===== src/hdl/pscm_pkg.sv =====
package pscm_pkg;

    localparam int PSCM_ADC_BITS = 10;
    localparam int STATUS_W      = 13;
    localparam int FW_W          = 16;
    localparam int CFG_IDX_W     = 2;
    localparam int CLASS_W       = 4;
    localparam int RATIO_W       = 10;
    localparam int CLASS_COUNT   = 15;
    localparam int SENSE_GAIN    = 510;
    localparam int GAIN_W        = $clog2(SENSE_GAIN + 1);

    localparam int BIT_DC    = 0;
    localparam int BIT_USB   = 1;
    localparam int BIT_AUX   = 5;
    localparam int BIT_ALARM = 6;
    localparam int BIT_KEY   = 11;
    localparam int BIT_JACK  = 12;

    localparam logic [FW_W-1:0] VER_KEY  = 16'h060A;
    localparam logic [FW_W-1:0] VER_JACK = 16'h060B;

    typedef enum logic [CFG_IDX_W-1:0] {
        CFG_FIRMWARE = 2'd0,
        CFG_JACK_EN  = 2'd1,
        CFG_MON_EN   = 2'd2
    } t_cfg_idx;

    typedef enum logic [1:0] {
        KEY_NONE     = 2'd0,
        KEY_PRESSED  = 2'd1,
        KEY_RELEASED = 2'd2
    } t_key_event;

    typedef enum logic [1:0] {
        ST_IDLE,
        ST_DIV,
        ST_DONE
    } t_state;

    typedef logic [RATIO_W-1:0] t_ratio;

    localparam t_ratio RANGE_LO [CLASS_COUNT] = '{
        10'd43, 10'd51, 10'd62, 10'd75, 10'd91, 10'd110, 10'd135, 10'd165,
        10'd200, 10'd245, 10'd300, 10'd360, 10'd430, 10'd516, 10'd620};
    localparam t_ratio RANGE_HI [CLASS_COUNT] = '{
        10'd51, 10'd62, 10'd75, 10'd91, 10'd110, 10'd135, 10'd165, 10'd200,
        10'd245, 10'd300, 10'd360, 10'd430, 10'd515, 10'd620, 10'd750};

    // first range in table order with lo < r < hi wins
    function automatic logic [CLASS_W-1:0] ratio_class(input t_ratio r);
        logic [CLASS_W-1:0] cls;
        cls = '0;
        for (int i = CLASS_COUNT - 1; i >= 0; i--) begin
            if (r > RANGE_LO[i] && r < RANGE_HI[i]) begin
                cls = CLASS_W'(i + 1);
            end
        end
        return cls;
    endfunction

endpackage


===== src/hdl/pscm_if.sv =====
interface pscm_in_if #(
    parameter int ADC_BITS = pscm_pkg::PSCM_ADC_BITS
);
    logic                          valid;
    logic                          ready;
    logic [pscm_pkg::STATUS_W-1:0] status_word;
    logic [ADC_BITS-1:0]           sense_adc;
    logic [ADC_BITS-1:0]           supply_adc;

    modport source (output valid, status_word, sense_adc, supply_adc, input ready);
    modport sink   (input valid, status_word, sense_adc, supply_adc, output ready);
endinterface

interface pscm_out_if;
    logic                         valid;
    logic                         ready;
    logic [1:0]                   key_event;
    logic                         charge_update;
    logic                         usb_source;
    logic                         dc_source;
    logic [pscm_pkg::CLASS_W-1:0] accessory_class;
    logic                         alarm_reached;

    modport source (output valid, key_event, charge_update, usb_source, dc_source,
                    accessory_class, alarm_reached, input ready);
    modport sink   (input valid, key_event, charge_update, usb_source, dc_source,
                    accessory_class, alarm_reached, output ready);
endinterface

interface pscm_cfg_if;
    logic                           valid;
    logic                           ready;
    logic [pscm_pkg::CFG_IDX_W-1:0] reg_index;
    logic [pscm_pkg::FW_W-1:0]      wr_data;

    modport source (output valid, reg_index, wr_data, input ready);
    modport sink   (input valid, reg_index, wr_data, output ready);
endinterface


===== src/hdl/pscm_div.sv =====
module pscm_div #(
    parameter int NUM_W = 19,
    parameter int DEN_W = 11
) (
    input  logic             i_clk,
    input  logic             i_rst_n,
    input  logic             i_start,
    input  logic [NUM_W-1:0] i_num,
    input  logic [DEN_W-1:0] i_den,
    output logic             o_done,
    output logic [NUM_W-1:0] o_quo
);

    localparam int CNT_W = $clog2(NUM_W + 1);

    logic             r_busy, n_busy;
    logic [CNT_W-1:0] r_cnt, n_cnt;
    logic [NUM_W-1:0] r_quo, n_quo;
    logic [DEN_W-1:0] r_rem, n_rem;
    logic [DEN_W-1:0] r_den, n_den;
    logic             r_done, n_done;
    logic [DEN_W:0]   shifted;
    logic [DEN_W:0]   diff;
    logic             fits;

    // restoring division, one quotient bit per cycle
    always_comb begin
        shifted = {r_rem, r_quo[NUM_W-1]};
        diff    = shifted - {1'b0, r_den};
        fits    = shifted >= {1'b0, r_den};
    end

    always_comb begin
        n_busy = r_busy;
        n_cnt  = r_cnt;
        n_quo  = r_quo;
        n_rem  = r_rem;
        n_den  = r_den;
        n_done = 1'b0;
        if (i_start) begin
            n_busy = 1'b1;
            n_cnt  = CNT_W'(NUM_W);
            n_quo  = i_num;
            n_rem  = '0;
            n_den  = i_den;
        end else if (r_busy) begin
            n_quo = {r_quo[NUM_W-2:0], fits};
            n_rem = fits ? diff[DEN_W-1:0] : shifted[DEN_W-1:0];
            n_cnt = r_cnt - CNT_W'(1);
            if (r_cnt == CNT_W'(1)) begin
                n_busy = 1'b0;
                n_done = 1'b1;
            end
        end
    end

    always_ff @(posedge i_clk) begin
        if (!i_rst_n) begin
            r_busy <= 1'b0;
            r_done <= 1'b0;
            r_cnt  <= '0;
        end else begin
            r_busy <= n_busy;
            r_done <= n_done;
            r_cnt  <= n_cnt;
        end
    end

    always_ff @(posedge i_clk) begin
        r_quo <= n_quo;
        r_rem <= n_rem;
        r_den <= n_den;
    end

    assign o_done = r_done;
    assign o_quo  = r_quo;

endmodule


===== src/hdl/power_status_change_monitor_unit.sv =====
// Power status change monitor. Each input transfer carries a new power-controller
// status word and two accessory divider readings; one result transfer follows for
// every input. The block reports power-key edges (firmware 0x060a and newer), issues
// a charge-source update when the relevant source bits change, and classifies the
// accessory resistor from the ratio sense*510/(2*supply-sense). After an input
// transfer the block is not ready again until the bit-serial divider, which produces
// one quotient bit per cycle over ADC_BITS+9 bits, has finished and its result has
// been loaded into the output register. The result sits in that register, so the
// next input can be taken while it waits. Configuration writes are taken at any
// time and are expected only while the block is idle.
module power_status_change_monitor_unit #(
    parameter int ADC_BITS = pscm_pkg::PSCM_ADC_BITS
) (
    input  logic      i_clk,
    input  logic      i_rst_n,
    pscm_in_if.sink   i_in,
    pscm_out_if.source o_out,
    pscm_cfg_if.sink  i_cfg
);

    import pscm_pkg::*;

    localparam int NUM_W = ADC_BITS + GAIN_W;
    localparam int DEN_W = ADC_BITS + 1;

    t_state              r_state, n_state;
    logic [FW_W-1:0]     r_fw;
    logic                r_jack_en;
    logic                r_mon_en;
    logic [STATUS_W-1:0] r_prev;
    logic [STATUS_W-1:0] r_now;
    logic                r_den_ok;
    logic                r_out_valid;

    logic [1:0]          r_key;
    logic                r_upd;
    logic                r_usb;
    logic                r_dc;
    logic [CLASS_W-1:0]  r_cls;
    logic                r_alarm;

    logic                in_xfer;
    logic                div_start;
    logic                out_load;
    logic                div_done;
    logic [NUM_W-1:0]    quo;
    logic [NUM_W-1:0]    num;
    logic [DEN_W-1:0]    twice;
    logic [DEN_W-1:0]    den;
    logic                den_ok;

    t_ratio              ratio;
    logic [CLASS_W-1:0]  n_cls;
    logic [STATUS_W-1:0] diff;
    logic                legacy;
    logic [1:0]          n_key;
    logic                n_upd;
    logic                n_usb;
    logic                n_dc;

    assign i_cfg.ready = 1'b1;

    always_ff @(posedge i_clk) begin
        if (!i_rst_n) begin
            r_fw      <= '0;
            r_jack_en <= 1'b1;
            r_mon_en  <= 1'b1;
        end else if (i_cfg.valid) begin
            unique case (i_cfg.reg_index)
                CFG_FIRMWARE: r_fw      <= i_cfg.wr_data;
                CFG_JACK_EN:  r_jack_en <= i_cfg.wr_data[0];
                CFG_MON_EN:   r_mon_en  <= i_cfg.wr_data[0];
                default:      ;
            endcase
        end
    end

    // operands for the divider
    always_comb begin
        num    = NUM_W'(i_in.sense_adc) * NUM_W'(SENSE_GAIN);
        twice  = {i_in.supply_adc, 1'b0};
        den    = twice - {1'b0, i_in.sense_adc};
        den_ok = twice > {1'b0, i_in.sense_adc};
    end

    pscm_div #(
        .NUM_W(NUM_W),
        .DEN_W(DEN_W)
    ) u_div (
        .i_clk  (i_clk),
        .i_rst_n(i_rst_n),
        .i_start(div_start),
        .i_num  (num),
        .i_den  (den),
        .o_done (div_done),
        .o_quo  (quo)
    );

    always_comb begin
        n_state = r_state;
        unique case (r_state)
            ST_IDLE: if (in_xfer) n_state = ST_DIV;
            ST_DIV:  if (div_done) n_state = ST_DONE;
            ST_DONE: if (out_load) n_state = ST_IDLE;
            default: n_state = ST_IDLE;
        endcase
    end

    always_comb begin
        i_in.ready = 1'b0;
        out_load   = 1'b0;
        unique case (r_state)
            ST_IDLE: i_in.ready = 1'b1;
            ST_DIV:  ;
            ST_DONE: out_load = !r_out_valid || o_out.ready;
            default: ;
        endcase
    end

    assign in_xfer   = i_in.valid && i_in.ready;
    assign div_start = in_xfer;

    // result decision
    always_comb begin
        ratio  = (|quo[NUM_W-1:RATIO_W]) ? '1 : quo[RATIO_W-1:0];
        n_cls  = r_den_ok ? ratio_class(ratio) : '0;
        diff   = r_now ^ r_prev;
        legacy = !r_jack_en || (r_fw < VER_JACK);
        n_key  = KEY_NONE;
        n_upd  = 1'b0;
        n_usb  = 1'b0;
        n_dc   = 1'b0;
        if (r_mon_en) begin
            if (r_fw >= VER_KEY && diff[BIT_KEY]) begin
                n_key = r_now[BIT_KEY] ? KEY_PRESSED : KEY_RELEASED;
            end
            if (legacy) begin
                if (diff[BIT_AUX] || diff[BIT_USB] || diff[BIT_DC]) begin
                    n_upd = 1'b1;
                    n_usb = r_now[BIT_USB];
                    n_dc  = r_now[BIT_DC];
                end
            end else if (diff[BIT_AUX] || diff[BIT_JACK] || diff[BIT_DC]) begin
                n_upd = 1'b1;
                n_dc  = r_now[BIT_JACK] || (r_now[BIT_DC] && n_cls == CLASS_W'(1));
            end
        end
    end

    always_ff @(posedge i_clk) begin
        if (!i_rst_n) begin
            r_state     <= ST_IDLE;
            r_prev      <= '0;
            r_out_valid <= 1'b0;
        end else begin
            r_state <= n_state;
            if (out_load) begin
                r_prev      <= r_now;
                r_out_valid <= 1'b1;
            end else if (o_out.ready) begin
                r_out_valid <= 1'b0;
            end
        end
    end

    always_ff @(posedge i_clk) begin
        if (in_xfer) begin
            r_now    <= i_in.status_word;
            r_den_ok <= den_ok;
        end
        if (out_load) begin
            r_key   <= n_key;
            r_upd   <= n_upd;
            r_usb   <= n_usb;
            r_dc    <= n_dc;
            r_cls   <= n_cls;
            r_alarm <= r_now[BIT_ALARM];
        end
    end

    assign o_out.valid           = r_out_valid;
    assign o_out.key_event       = r_key;
    assign o_out.charge_update   = r_upd;
    assign o_out.usb_source      = r_usb;
    assign o_out.dc_source       = r_dc;
    assign o_out.accessory_class = r_cls;
    assign o_out.alarm_reached   = r_alarm;

endmodule


===== src/flat_wrapper.sv =====
// flat-port wrapper written by rule: the top's interface ports become plain ports
module power_status_change_monitor_unit_flat import pscm_pkg::*;
#(
    parameter int ADC_BITS = pscm_pkg::PSCM_ADC_BITS
)
  (i_clk, i_rst_n, i_in_valid, i_in_status_word, i_in_sense_adc, i_in_supply_adc, i_in_ready, o_out_valid, o_out_key_event, o_out_charge_update, o_out_usb_source, o_out_dc_source, o_out_accessory_class, o_out_alarm_reached, o_out_ready, i_cfg_valid, i_cfg_reg_index, i_cfg_wr_data, i_cfg_ready);
  pscm_in_if #(.ADC_BITS(ADC_BITS)) i_in_i ();
  pscm_out_if o_out_i ();
  pscm_cfg_if i_cfg_i ();
  input  logic i_clk;
  input  logic i_rst_n;
  input wire logic [$bits(i_in_i.valid)-1:0] i_in_valid;
  input wire logic [$bits(i_in_i.status_word)-1:0] i_in_status_word;
  input wire logic [$bits(i_in_i.sense_adc)-1:0] i_in_sense_adc;
  input wire logic [$bits(i_in_i.supply_adc)-1:0] i_in_supply_adc;
  output wire logic [$bits(i_in_i.ready)-1:0] i_in_ready;
  output wire logic [$bits(o_out_i.valid)-1:0] o_out_valid;
  output wire logic [$bits(o_out_i.key_event)-1:0] o_out_key_event;
  output wire logic [$bits(o_out_i.charge_update)-1:0] o_out_charge_update;
  output wire logic [$bits(o_out_i.usb_source)-1:0] o_out_usb_source;
  output wire logic [$bits(o_out_i.dc_source)-1:0] o_out_dc_source;
  output wire logic [$bits(o_out_i.accessory_class)-1:0] o_out_accessory_class;
  output wire logic [$bits(o_out_i.alarm_reached)-1:0] o_out_alarm_reached;
  input wire logic [$bits(o_out_i.ready)-1:0] o_out_ready;
  input wire logic [$bits(i_cfg_i.valid)-1:0] i_cfg_valid;
  input wire logic [$bits(i_cfg_i.reg_index)-1:0] i_cfg_reg_index;
  input wire logic [$bits(i_cfg_i.wr_data)-1:0] i_cfg_wr_data;
  output wire logic [$bits(i_cfg_i.ready)-1:0] i_cfg_ready;
  assign i_in_i.valid = i_in_valid;
  assign i_in_i.status_word = i_in_status_word;
  assign i_in_i.sense_adc = i_in_sense_adc;
  assign i_in_i.supply_adc = i_in_supply_adc;
  assign i_in_ready = i_in_i.ready;
  assign o_out_valid = o_out_i.valid;
  assign o_out_key_event = o_out_i.key_event;
  assign o_out_charge_update = o_out_i.charge_update;
  assign o_out_usb_source = o_out_i.usb_source;
  assign o_out_dc_source = o_out_i.dc_source;
  assign o_out_accessory_class = o_out_i.accessory_class;
  assign o_out_alarm_reached = o_out_i.alarm_reached;
  assign o_out_i.ready = o_out_ready;
  assign i_cfg_i.valid = i_cfg_valid;
  assign i_cfg_i.reg_index = i_cfg_reg_index;
  assign i_cfg_i.wr_data = i_cfg_wr_data;
  assign i_cfg_ready = i_cfg_i.ready;
  power_status_change_monitor_unit #(.ADC_BITS(ADC_BITS)) u_core (.i_clk(i_clk), .i_rst_n(i_rst_n), .i_in(i_in_i), .o_out(o_out_i), .i_cfg(i_cfg_i));
endmodule

===== config.mk =====
export PLATFORM = sky130hd
export DESIGN_NAME = power_status_change_monitor_unit_flat
export DESIGN_NICKNAME = d
export VERILOG_FILES = /design/src/hdl/pscm_pkg.sv /design/src/hdl/pscm_if.sv /design/src/hdl/pscm_div.sv /design/src/hdl/power_status_change_monitor_unit.sv /design/src/flat_wrapper.sv
export SDC_FILE = /design/constraint.sdc
export NUM_CORES = 1
export LEC_CHECK = 0
export ABC_CLOCK_PERIOD_IN_PS = 8600
export BUFFER_PORTS_ARGS = -buffer_cell sky130_fd_sc_hd__buf_2
export CAP_MARGIN = 10
export CELL_PAD_IN_SITES_DETAIL_PLACEMENT = 1
export CELL_PAD_IN_SITES_GLOBAL_PLACEMENT = 1
export CORE_MARGIN = 2
export CORE_UTILIZATION = 51
export DETAILED_ROUTE_END_ITERATION = 10
export HOLD_SLACK_MARGIN = 0.03
export PLACE_DENSITY_LB_ADDON = 0.1
export SYNTH_ARGS = -nofsm -noshare
export SYNTH_HDL_FRONTEND = slang
export SYNTH_SLANG_ARGS = --single-unit

===== constraint.sdc =====
create_clock -name i_clk -period 8.6 [get_ports i_clk]
set_input_delay 0.86 -clock i_clk [delete_from_list [all_inputs] [get_ports i_clk]]
set_output_delay 0.86 -clock i_clk [all_outputs]
set_load 0.01 [all_outputs]

After elaboration in Yosys (flattened, before gate mapping)
Cells that the tools add are included.
- register bits after elaboration: 106
- input port bits: 56
- word-level logic and storage cells: 153
- add/subtract/negate cells: 3
- $mul: 1
- $lt $le $gt $ge: 34
- equality and inequality tests: 9
- muxes and demuxes: 41
- bitwise operators: 3
- reduce and logical (&&, ||, !) cells: 40
- operator list (kind ; count):
    $mux 4 ; 16
    $gt 10x8->1 const B ; 4
    $lt 10x8->1 const B ; 4
    $mux 19 ; 2
    $gt 10x6->1 const B ; 3
    $gt 10x7->1 const B ; 3
    $gt 10x9->1 const B ; 3
    $lt 10x10->1 const B ; 3
    $lt 10x7->1 const B ; 3
    $lt 10x9->1 const B ; 3
    $gt 10x10->1 const B ; 2
    $lt 10x6->1 const B ; 2
    $logic_and 1x1->1 ; 18
    $mul 10x8->18 const B ; 1
    $ge 16x11->1 const B ; 1
    $lt 16x11->1 const B ; 1
    $mux 1 ; 14
    $xor 13x13->13 ; 1
    $ge 12x11->1 ; 1
    $gt 11x10->1 ; 1
    $mux 11 ; 1
    $sub 11x10->11 ; 1
    $sub 11x11->11 ; 1
    $mux 10 ; 1
    other kinds (20) ; 41

Depth between registers and ports, before layout
- depth after elaboration: 25
- mapped depth: 17

By module
A second synthesis with hierarchy kept.
- cell total of the unflattened synthesis: 806
- area total of the unflattened synthesis: 7673.6 um^2
- modules (own cells, without submodules) (module ; times used ; cells each ; area an instance (um^2) ; seq. area each (um^2)):
    power_status_change_monitor_unit ; 1 ; 585 ; 5139.9 ; 1031.0
    pscm_div ; 1 ; 221 ; 2533.7 ; 1261.2

Least setup slack after synthesis
OpenSTA, ideal clock, no wires.
- path type: input-to-reg
- start: in i_in_sense_adc[3]
- end: reg u_core.u_div.r_quo[14] (netlist: u_core.u_div.o_quo[14]), data pin
- data arrival time: 4.430 ns
- slack: 3.913 ns
- cell stages on the path: 13
- path buffers: 0
- cells stage by stage: fa_1 > inv_1 > fa_1 > inv_1 > fa_1 > fa_1 > ha_1 > o21ai_0 > a21o_1 > a21oi_1 > a21o_1 > a211o_1 > a32o_1
- cells in the longest elaborated chain, start to end: 2
- RTL lines (element ; line ; source):
    start: declaration ; flat_wrapper.sv:14 ; input wire logic [$bits(i_in_i.sense_adc)-1:0] i_in_sense_adc;
    $mul 10x8->18 ; power_status_change_monitor_unit.sv:80 ; num = NUM_W'(i_in.sense_adc) * NUM_W'(SENSE_GAIN);
    $mux 19 ; pscm_div.sv:40 ; if (i_start) begin
    via u_core.u_div.n_quo[14] ; pscm_div.sv:18 ; logic [NUM_W-1:0] r_quo, n_quo;
    end signal: assignment ; pscm_div.sv:70 ; r_quo <= n_quo;
    end: declaration ; pscm_div.sv:18 ;
The timed path passes the listed nets, and every way through them passes these cells.
A chain may end at the register's enable or synchronous reset.

Final worst setup path
- start: in i_in_sense_adc[3]
- end: reg u_core.u_div.r_quo[18] (netlist: u_core.u_div.o_quo[18]), data pin
Same word-level chain as after synthesis.

==> run_results.csv <==
group,metric,value,unit
placed_design,place_ws,3.35,ns
setup_path,cp.arrival,4.92,ns
flow_run,maxCapViolations,0,
synth,ys.flop_type,"edfxtp_1",
sta,worst_hold_slack,0.432,ns
sta,max_freq,206,MHz
die,die_w,124,um
sta,rsz0062_at_grt,"false",
setup_path,crit_start,"i_in_sense_adc[3]",
synth,syn_avg_cell_area,9.43,um2
synth,syn_nets,934,
power,p_per_area,246,nW/um2
clocking,post_cts_buffers,0,
synth,yosysSeqAreaShare,0.312,
global_route,grt_start_max_net_pins,33,
clocking,cts_buffers,9,
global_route,grt_use_met2,0.470,
placed_design,place.gp.congestion,0.915,
placed_design,placed_cells,987,
min_path,worst_hold_path_type,"flip-flop to flip-flop",
synth,async_flop_share,0,
power,leakagePower,3.43,nW
finish,instances_no_fill,1003,
synth,synth_area,7310,um2
detailed_routing,drt-pass1-iter-count,4,
global_route,antenna_found_initial,0,
clocking,cts_resized,0,
placed_design,hpwlAfterDp,14400,um
die,die_h,124,um
setup_path,reg2reg_slack,5.25,ns
global_route,grt_pass1_wl,30500,um
detailed_routing,drc,0,
global_route,top_usage_layer,"met2",
finish,layout.nets,977,
synth,ys_seq_elements,91,
clocking,cts_max_level,3,
sta,tns,0,ns
die,rows,43,
die,dieArea,15300,um2
sta,layout_setup_ws,3.74,ns
sta,tightest_slew,1.04,ns
sta,min_period,4.86,ns
global_route,first_global_vias,6299,
detailed_routing,ant_nets,0,
setup_path,reg2reg_depth,11,
clocking,cts-root-buf,"clkbuf_16",
synth,synthesis.instances,775,
detailed_routing,routed_wl,18200,um
finish,nFillCells,1613,
sta,slew_violations,0,
power,ir_drop,154,uV
detailed_routing,via_per_inst,5.73,
clocking,cts_tree,"built",
sta,slew-limit-headroom,0.307,
clocking,clock-sinks,91,
outcome,status,"finished clean",
sta,fin_crit_sh,0.565,
finish,final_cell_mix,"87 x inv_1, 74 x nand2_1, 61 x ha_1",
setup_path,cp-start-kind,"input port",
clocking,cts_hold_buf,0,
setup_path,critPathCapture,"u_core.u_div.o_quo[18]",
die,io_pins,69,
setup_path,crit_fanout,6,
detailed_routing,vias,5750,
finish,drive_gt1_frac,0.120,
clocking,clk_pin_slew,0.06,ns
synth,synth_edf_count,46,
setup_path,critPathRequiredTime,8.66,ns
finish,diodes,0,
global_route,grtUsageMet1,0.301,
synth,ys_types,77,
setup_path,crit_path_end_kind,"flip-flop",
setup_path,r2r-start,"u_core.u_div.o_quo[18]",
sta,setup_violations,0,
clocking,clock_latency,0.35,ns
finish,final_common_cell,"inv_1",
finish,syn_to_final_growth,9.65,%
sta,hold_viol,0,
detailed_routing,post_drt_wl_per_cell,18.2,um
sta,skew,0.0103,ns
synth,yosysWarnings,0,
power,finalPower,1.97,mW
detailed_routing,drtIter0Drc,226,
setup_path,r2r_end,"u_core.u_div.r_rem[1]",
global_route,grt_overflow,0,
placed_design,port-buffer-count,60,
die,core_area,13900,um2
die,start_util,0.525,
clocking,clk_path_buf_depth,2,
setup_path,worst-setup-path-type,"input port to flip-flop",
global_route,use_met3,0.0458,
global_route,track_usage,0.255,
==> per-stage QoR <==
stage | area (um2) | util
floorplan | 7310 | -
global placement | 7720 | 0.554
detailed placement | 7720 | 0.554
CTS | 8020 | 0.575
global route | 8020 | 0.575
finish | 8020 | 0.575
==> registers in the layout, indices dropped and copies added, names as in the netlist, 2 cells and up <==
name                          cells
u_core.r_prev                     5
u_core.o_out.key_event            2
u_core.u_div.r_cnt                5
u_core.r_state                    2
u_core.u_div.r_den               11
u_core.r_fw                      16
u_core.u_div.o_quo               19
u_core.o_out.accessory_class      4
u_core.u_div.r_rem               11
u_core.r_now                      6
==> report_power, final <==
part | total, mW | internal [mW] | switching, mW
Combinational | 0.972 | 0.432 | 0.540
Clock | 0.393 | 0.223 | 0.169
Sequential | 0.609 | 0.526 | 0.0836
Total | 1.97 | 1.18 | 0.793
==> area by class of cell <==
type	instances	area, um2	area share
inverter	87	327	0.0407
timing repair buffer	63	323	0.0403
sequential	91	2280	0.285
multi-input combinational	566	4560	0.569
clock buffer	12	268	0.0334
tap	180	225	0.0281
clock inverter	4	30.0	0.00375
==> routing by layer <==
metal / vias up / wire length (um)
met1: 2840 / 7860
met4: 0 / 306
met3: 22 / 598
met2: 102 / 9470
li1: 2786 / -
met5: - / 0
==> how the worst min path moves through the flow <==
stage                         start  slack, ns                    endpoint  depth (start not counted)
floorplan           u_core.r_now[6]       0.40  u_core.o_out.alarm_reached                          0
global placement    u_core.r_now[6]       0.42  u_core.o_out.alarm_reached                          0
detailed placement  u_core.r_now[6]       0.43  u_core.o_out.alarm_reached                          0
CTS                 u_core.r_now[6]       0.44  u_core.o_out.alarm_reached                          0
global route        u_core.r_now[6]       0.45  u_core.o_out.alarm_reached                          0
finish              u_core.r_now[6]       0.43  u_core.o_out.alarm_reached                          0
==> kinds of logic (layout without fill, tap and decap cells) <==
group	count (synthesis)	after routing	share of synthesized area
AOI/OAI and AO/OA	169	169	0.165
xor gates and xnor gates	39	39	0.0467
adders and majority gates	103	103	0.219
buffers and inverters	118	166	0.0638
DFF	91	91	0.312
muxes	16	16	0.0219
other	1	1	0.000513
and+or+nand+nor	238	238	0.170
==> synth_stat cells, types with 9 or more instances <==
master / number / area, um2
a21boi_0: 23 / 173
a21oi_1: 25 / 125
clkbuf_1: 19 / 71.3
dfxtp_1: 45 / 901
edfxtp_1: 46 / 1380
fa_1: 42 / 841
ha_1: 61 / 763
inv_1: 87 / 327
mux2i_1: 16 / 160
nand2_1: 74 / 278
nand3_1: 19 / 95.1
nor2_1: 45 / 169
nor2b_1: 16 / 100
nor3_1: 19 / 95.1
o21a_1: 9 / 67.6
o21ai_0: 37 / 185
o21ai_1: 9 / 45.0
xnor2_1: 21 / 184
xor2_1: 18 / 158
==> worst max-delay path: stages <==
cell and delay, ns:
buf_2 0.17, fa_1 0.61, inv_1 0.08, fa_1 0.54, inv_1 0.07, fa_1 0.50, fa_1 0.50, ha_1 0.34
o21ai_0 0.16, a21o_1 0.14, a21oi_1 0.14, a211o_1 0.29, a31oi_1 0.22, xnor2_1 0.17, o21ai_0 0.10
Note: power is estimated with default switching activity, not from simulation.
